File: config.mk
export PLATFORM = sky130hd
export DESIGN_NAME = disk_chs_geometry_calc
export DESIGN_NICKNAME = d
export VERILOG_FILES = /design/src/hdl/dchs_pkg.sv /design/src/hdl/dchs_front.sv /design/src/hdl/dchs_div_stage.sv /design/src/hdl/dchs_back.sv /design/src/hdl/disk_chs_geometry_calc.sv
export SDC_FILE = /design/constraint.sdc
export NUM_CORES = 2
export LEC_CHECK = 0
export BUFFER_PORTS_ARGS = -buffer_cell sky130_fd_sc_hd__buf_2
export CAP_MARGIN = 5
export CORE_ASPECT_RATIO = 0.8
export CORE_UTILIZATION = 55
export CTS_CLUSTER_SIZE = 28
export DETAILED_ROUTE_END_ITERATION = 12
export PLACE_DENSITY = 0.71
export SETUP_SLACK_MARGIN = 0.3
export SLEW_MARGIN = 10
export SYNTH_ARGS = -nofsm -noshare
export SYNTH_HDL_FRONTEND = slang
export SYNTH_SLANG_ARGS = --single-unit
File: constraint.sdc
create_clock -name aclk -period 13.6 [get_ports aclk]
set_input_delay 2.72 -clock aclk [delete_from_list [all_inputs] [get_ports aclk]]
set_output_delay 2.72 -clock aclk [all_outputs]
set_load 0.1 [all_outputs]
File: src/hdl/dchs_pkg.sv
package dchs_pkg;

    // quotient bits of 1048576 / block size, one per divider stage
    localparam int unsigned DIV_STEPS = 21;

    localparam logic [31:0] BYTES_PER_MB = 32'd1048576;

    // extended translation needs more than this many megabytes
    localparam logic [10:0] MB_THRESHOLD = 11'd1024;

    localparam logic [7:0] EXT_HEADS   = 8'd255;
    localparam logic [5:0] EXT_SECTORS = 6'd63;
    localparam logic [7:0] STD_HEADS   = 8'd64;
    localparam logic [5:0] STD_SECTORS = 6'd32;

    // 64 * 32 = 2^11, so the standard cylinder count is a shift
    localparam int unsigned STD_SHIFT = 11;

    // 255 * 63, divided by reciprocal multiply plus one correction step
    localparam logic [13:0] EXT_DIV     = 14'd16065;
    localparam logic [31:0] RECIP_M     = 32'd2190125869;
    localparam int unsigned RECIP_SHIFT = 45;

    typedef struct packed {
        logic [20:0] divisor;
        logic [20:0] rem;
        logic [20:0] quo;
        logic [31:0] vol;
        logic        ext;
        logic        err;
        logic [20:0] cyl_std;
        logic [18:0] cyl_ext;
    } dchs_item_t;

    typedef struct packed {
        logic        status;
        logic [20:0] cylinders;
        logic [5:0]  sectors_per_track;
        logic [7:0]  heads;
    } dchs_result_t;

endpackage

File: src/hdl/dchs_front.sv
module dchs_front
    import dchs_pkg::*;
(
    input  logic        aclk,
    input  logic        aresetn,
    input  logic        in_valid,
    output logic        in_ready,
    input  logic [31:0] in_block_bytes,
    input  logic [31:0] in_volume_blocks,
    input  logic        in_extended,
    output logic        out_valid,
    input  logic        out_ready,
    output dchs_item_t  out_item
);

    logic        v1_reg, v2_reg, v3_reg, v4_reg;
    logic        r1, r2, r3, r4;

    logic [31:0] vol1_reg, vol2_reg, vol3_reg;
    logic [20:0] div1_reg, div2_reg, div3_reg;
    logic        ext1_reg, ext2_reg, ext3_reg;
    logic        err1_reg, err2_reg, err3_reg;
    logic [63:0] prod2_reg;
    logic [18:0] q0_3_reg;
    logic [31:0] qd3_reg;
    dchs_item_t  item4_reg;

    logic        err_next;
    logic [63:0] prod_next;
    logic [18:0] q0_next;
    logic [32:0] qd_full;
    logic [31:0] rem_ext;
    dchs_item_t  item_next;

    assign r4 = !v4_reg || out_ready;
    assign r3 = !v3_reg || r4;
    assign r2 = !v2_reg || r3;
    assign r1 = !v1_reg || r2;
    assign in_ready  = r1;
    assign out_valid = v4_reg;
    assign out_item  = item4_reg;

    always_comb begin
        err_next  = (in_block_bytes == 32'd0) || (in_block_bytes > BYTES_PER_MB);
        prod_next = 64'(vol1_reg) * 64'(RECIP_M);
        q0_next   = prod2_reg[RECIP_SHIFT +: 19];
        qd_full   = 33'(q0_next) * 33'(EXT_DIV);
        rem_ext   = vol3_reg - qd3_reg;

        item_next         = '0;
        item_next.divisor = div3_reg;
        item_next.vol     = vol3_reg;
        item_next.ext     = ext3_reg;
        item_next.err     = err3_reg;
        item_next.cyl_std = vol3_reg[31:STD_SHIFT];
        // reciprocal estimate is at most one low
        item_next.cyl_ext = (rem_ext >= 32'(EXT_DIV)) ? q0_3_reg + 19'd1 : q0_3_reg;
    end

    always_ff @(posedge aclk) begin
        if (!aresetn) begin
            v1_reg <= 1'b0;
            v2_reg <= 1'b0;
            v3_reg <= 1'b0;
            v4_reg <= 1'b0;
        end else begin
            if (r1) v1_reg <= in_valid;
            if (r2) v2_reg <= v1_reg;
            if (r3) v3_reg <= v2_reg;
            if (r4) v4_reg <= v3_reg;
        end
    end

    always_ff @(posedge aclk) begin
        if (r1 && in_valid) begin
            vol1_reg <= in_volume_blocks;
            div1_reg <= in_block_bytes[20:0];
            ext1_reg <= in_extended;
            err1_reg <= err_next;
        end
        if (r2 && v1_reg) begin
            vol2_reg  <= vol1_reg;
            div2_reg  <= div1_reg;
            ext2_reg  <= ext1_reg;
            err2_reg  <= err1_reg;
            prod2_reg <= prod_next;
        end
        if (r3 && v2_reg) begin
            vol3_reg <= vol2_reg;
            div3_reg <= div2_reg;
            ext3_reg <= ext2_reg;
            err3_reg <= err2_reg;
            q0_3_reg <= q0_next;
            qd3_reg  <= qd_full[31:0];
        end
        if (r4 && v3_reg) begin
            item4_reg <= item_next;
        end
    end

endmodule

File: src/hdl/dchs_div_stage.sv
module dchs_div_stage
    import dchs_pkg::*;
(
    input  logic       aclk,
    input  logic       aresetn,
    input  logic       dvd_bit,
    input  logic       in_valid,
    output logic       in_ready,
    input  dchs_item_t in_item,
    output logic       out_valid,
    input  logic       out_ready,
    output dchs_item_t out_item
);

    logic       valid_reg;
    dchs_item_t item_reg;
    dchs_item_t item_next;
    logic [21:0] partial;
    logic [21:0] diff;
    logic        fits;

    assign in_ready  = !valid_reg || out_ready;
    assign out_valid = valid_reg;
    assign out_item  = item_reg;

    // one restoring step: shift in the next dividend bit, subtract if it fits
    always_comb begin
        partial   = {in_item.rem, dvd_bit};
        diff      = partial - {1'b0, in_item.divisor};
        fits      = partial >= {1'b0, in_item.divisor};
        item_next = in_item;
        item_next.rem = fits ? diff[20:0] : partial[20:0];
        item_next.quo = {in_item.quo[19:0], fits};
    end

    always_ff @(posedge aclk) begin
        if (!aresetn) begin
            valid_reg <= 1'b0;
        end else if (in_ready) begin
            valid_reg <= in_valid;
        end
    end

    always_ff @(posedge aclk) begin
        if (in_ready && in_valid) begin
            item_reg <= item_next;
        end
    end

endmodule

File: src/hdl/dchs_back.sv
module dchs_back
    import dchs_pkg::*;
(
    input  logic         aclk,
    input  logic         aresetn,
    input  logic         in_valid,
    output logic         in_ready,
    input  dchs_item_t   in_item,
    output logic         out_valid,
    input  logic         out_ready,
    output dchs_result_t out_result
);

    logic         valid_reg;
    dchs_result_t result_reg;
    dchs_result_t result_next;
    logic [31:0]  limit;
    logic         use_ext;

    assign in_ready   = !valid_reg || out_ready;
    assign out_valid  = valid_reg;
    assign out_result = result_reg;

    // vol / per_mb > 1024 exactly when vol >= 1025 * per_mb
    always_comb begin
        limit   = {1'b0, in_item.quo, 10'd0} + 32'(in_item.quo);
        use_ext = in_item.ext && (in_item.vol >= limit);
        result_next = '0;
        result_next.status = in_item.err;
        if (!in_item.err) begin
            if (use_ext) begin
                result_next.heads             = EXT_HEADS;
                result_next.sectors_per_track = EXT_SECTORS;
                result_next.cylinders         = 21'(in_item.cyl_ext);
            end else begin
                result_next.heads             = STD_HEADS;
                result_next.sectors_per_track = STD_SECTORS;
                result_next.cylinders         = in_item.cyl_std;
            end
        end
    end

    always_ff @(posedge aclk) begin
        if (!aresetn) begin
            valid_reg <= 1'b0;
        end else if (in_ready) begin
            valid_reg <= in_valid;
        end
    end

    always_ff @(posedge aclk) begin
        if (in_ready && in_valid) begin
            result_reg <= result_next;
        end
    end

endmodule

File: src/hdl/disk_chs_geometry_calc.sv
// CHS geometry from block size and volume size.
//
// input word: s_tdata carries block_bytes and volume_blocks, s_tuser the
// extended translation flag. result word: m_tdata carries heads, sectors per
// track and cylinders, m_tuser the error status (bad block size, all fields 0).
//
// the pipeline has 26 register stages: four front stages (input register,
// reciprocal multiply, correction multiply, correction), 21 restoring
// divider stages that form 1048576 / block size one quotient bit each, and
// the output register that picks the geometry.
// throughput is one word per cycle while m_tready is high; every stage takes
// a new word whenever it is empty or its successor moves, so back-to-back
// words flow with no gaps.
// reset (aresetn low, synchronous) empties all stages; words in flight are
// dropped. when m_tready is low the output word holds, the stages behind it
// fill up bubble by bubble, and s_tready falls only once all 26 are full.
module disk_chs_geometry_calc
    import dchs_pkg::*;
(
    input  logic        aclk,
    input  logic        aresetn,
    input  logic        s_tvalid,
    output logic        s_tready,
    input  logic [63:0] s_tdata,   // block_bytes[31:0], volume_blocks[63:32]
    input  logic        s_tuser,   // extended
    output logic        m_tvalid,
    input  logic        m_tready,
    output logic [39:0] m_tdata,   // heads[7:0], sectors_per_track[13:8], cylinders[34:14]
    output logic        m_tuser    // status
);

    logic         node_valid [DIV_STEPS+1];
    logic         node_ready [DIV_STEPS+1];
    dchs_item_t   node_item  [DIV_STEPS+1];
    dchs_result_t result;

    dchs_front u_front (
        .aclk             (aclk),
        .aresetn          (aresetn),
        .in_valid         (s_tvalid),
        .in_ready         (s_tready),
        .in_block_bytes   (s_tdata[31:0]),
        .in_volume_blocks (s_tdata[63:32]),
        .in_extended      (s_tuser),
        .out_valid        (node_valid[0]),
        .out_ready        (node_ready[0]),
        .out_item         (node_item[0])
    );

    for (genvar i = 0; i < DIV_STEPS; i++) begin : g_div
        // dividend 2^20 has its only set bit in the first step
        dchs_div_stage u_stage (
            .aclk      (aclk),
            .aresetn   (aresetn),
            .dvd_bit   (i == 0),
            .in_valid  (node_valid[i]),
            .in_ready  (node_ready[i]),
            .in_item   (node_item[i]),
            .out_valid (node_valid[i+1]),
            .out_ready (node_ready[i+1]),
            .out_item  (node_item[i+1])
        );
    end

    dchs_back u_back (
        .aclk       (aclk),
        .aresetn    (aresetn),
        .in_valid   (node_valid[DIV_STEPS]),
        .in_ready   (node_ready[DIV_STEPS]),
        .in_item    (node_item[DIV_STEPS]),
        .out_valid  (m_tvalid),
        .out_ready  (m_tready),
        .out_result (result)
    );

    assign m_tdata = {5'd0, result.cylinders, result.sectors_per_track, result.heads};
    assign m_tuser = result.status;

endmodule

==> flow_metrics.tcl <==
set metrics [dict create \
    hold_violations 0 \
    die_w_um 534 \
    cts.clk_slew.worst_paths_ns 0.07 \
    crit_type "input port to output port" \
    outcome "completed" \
    area_delta_synth_final_pct 10.3 \
    synth_ff_type "edfxtp_1" \
    fin_nets 10700 \
    met1Wirelength_mm 109 \
    largest_reg_flops 2184 \
    wl_met3_mm 9.78 \
    grt_pass1_wl_mm 391 \
    root_buffer "clkbuf_16" \
    cp.required_ns 10.88 \
    cts_made_buffers 244 \
    die_h_um 428 \
    grt_start_max_net_pins 78 \
    die_area_um2 229000 \
    crit_path_start_kind "input port" \
    path_max_fanout 6 \
    dr.pass1.iters 6 \
    synth-seq-cells 2537 \
    ys_seq_area_frac 0.609 \
    synth_area_per_cell_um2 14.2 \
    io_buffers 106 \
    yosysUniqueCellTypes 86 \
    syn_area_um2 125000 \
    ctsResizeCount 0 \
    cts.sinks 2537 \
    worst_slew_pin_slew_ns 1.17 \
    wirelength_mm 246 \
    final_antenna_net_count 0 \
    fmax_mhz 105 \
    route.met2.wl_mm 121 \
    yosys_warnings 0 \
    fin_skew_ns 0.118 \
    grt_antenna_before_repair 13 \
    ios 112 \
    cap_violations 0 \
    htreeDepth 4 \
    post-route-period-util 0.699 \
    routedWlPerCell_um 20.0 \
    hp-class "register to register" \
    netlist_instances 8806 \
    arrival_ns 6.79 \
    num_rows 155 \
    finalSetupViolCount 0 \
    dp_hpwl_mm 181 \
    dr.max_layer_used "met4" \
    num_vias 67400 \
    min_period_ns 9.51 \
    core-area_um2 224000 \
    gp_congestion 0.917 \
    drt-initial-drc-count 4734 \
    grt_usage 0.219 \
    synth_edf_count 2511 \
    grt_pass1_vias 69600 \
    drv_slew 0 \
    rsz0062_at_grt "no" \
    initial_utilization 0.556 \
    clk_path_buf_depth 4 \
    cts_tree "yes" \
    postCtsSetupRepairBufs 0 \
    clock_latency_ns 0.93 \
    holdBufCountCts 0 \
    endpoint_kind "output port" \
    fin_tns_setup_ns 0 \
    synthArstFlopShare 0 \
    drc 0 \
    drive_gt1_frac 0.0735 \
    grt_remaining_overflow 0 \
    via_per_inst 5.46 \
    relSlewSlack 0.199 \
]
placed cells by master, fill, tap and decap left out, drive strengths merged, types with 32 or more instances in the layout:
| cell type | n |
|---|---|
| a31oi | 36 |
| inv | 1307 |
| nor2 | 371 |
| fa | 430 |
| edfxtp | 2511 |
| clkinv | 100 |
| nor2b | 112 |
| mux2i | 39 |
| ha | 1027 |
| a21boi | 46 |
| nand2b | 59 |
| o21a | 68 |
| nor3 | 148 |
| mux2 | 213 |
| clkbuf | 292 |
| and2 | 54 |
| a21oi | 376 |
| and3 | 52 |
| o21bai | 32 |
| a211oi | 52 |
| xor2 | 131 |
| a21o | 162 |
| or2 | 41 |
| buf | 172 |
| nand2 | 318 |
| o21ai | 254 |
| o31ai | 40 |
| nand3 | 89 |
| nand4 | 99 |
| or3 | 58 |
| xnor2 | 268 |
| nor4 | 39 |
metrics by stage:
stage / worst slack [ns] / hold slack, ns / area (um^2) / util / std cells
after CTS: 4.09 / 0.320 / 137000 / 0.613 / 12300
after global routing: 3.79 / 0.325 / 137000 / 0.613 / 12300
after global placement: 4.36 / 0.400 / 129000 / 0.577 / 11900
final: 4.09 / 0.320 / 137000 / 0.613 / 12300
after floorplan: 1.52 / 0.400 / 125000 / - / 8819
after detailed placement: 4.24 / 0.405 / 129000 / 0.577 / 11900
worst max-delay path: stages:
cell and delay, ns:
buf_2 0.11, and4b_1 0.45, and3_1 0.45, nand2_1 0.18, nor4_1 0.76, and3_1 0.52
nand3_1 0.15, nor2_1 0.31, and3_1 0.40, and3_1 0.32, nand2_1 0.11, buf_2 0.30
path summary, 6_finish.rpt:
path	from	endpoint	slack (ns)	depth (start not counted)
worst max register to register	u_front.vol1_reg[12]$_DFFE_PP_	u_front.prod2_reg[63]$_DFFE_PP_	4.51	26
worst max-delay path	m_tready	s_tready	4.09	12
worst min-delay path	u_front.out_item[30]$_DFFE_PP_	g_div[0].u_stage.out_item[30]$_DFFE_PP_	0.32	0
worst min register to register	u_front.out_item[30]$_DFFE_PP_	g_div[0].u_stage.out_item[30]$_DFFE_PP_	0.32	0
Yosys cell counts (all sizes together), types with 59 or more instances:
library cell / number / area, um^2
nand4: 99 / 619
nand2b: 59 / 369
nor2b: 112 / 701
nor3: 148 / 741
a21oi: 376 / 1880
o21a: 68 / 510
o21ai: 254 / 1270
nand3: 89 / 460
ha: 1027 / 12800
edfxtp: 2511 / 75400
nand2: 318 / 1190
a21o: 162 / 1220
xnor2: 268 / 2350
mux2: 213 / 2400
inv: 1296 / 4860
clkbuf: 64 / 240
nor2: 371 / 1390
fa: 430 / 8610
xor2: 131 / 1150
kinds of logic (layout without fill, tap and decap cells):
family,count (synthesis),in the layout,share of synthesized area
mux,252,252,0.0224
fa+ha+maj,1457,1457,0.172
xor+xnor,399,399,0.0280
compound gates,1274,1274,0.0661
other cells,1,21,0.0000301
simple gates,1492,1492,0.0597
buf+inv,1394,1917,0.0427
flops,2537,2537,0.609
routing by layer:
layer,GRT usage,up-vias
met2,0.375,1509
li1,-,32400
met4,0.0635,0
met1,0.295,33100
met5,0,-
met3,0.0272,391
layout make-up:
cell class	count	area, um^2
Multi-Input combinational cell	4888	43800
Antenna cell	7	17.5
Sequential cell	2537	75900
Fill cell	16600	86700
Clock inverter	157	1680
Clock buffer	292	6420
Tap cell	2983	3730
Timing Repair Buffer	172	1030
Inverter	1296	4860
Power is left out: the tool's default activity adds up to more than one toggle a clock period on the data nets, which glitch-free logic cannot reach.
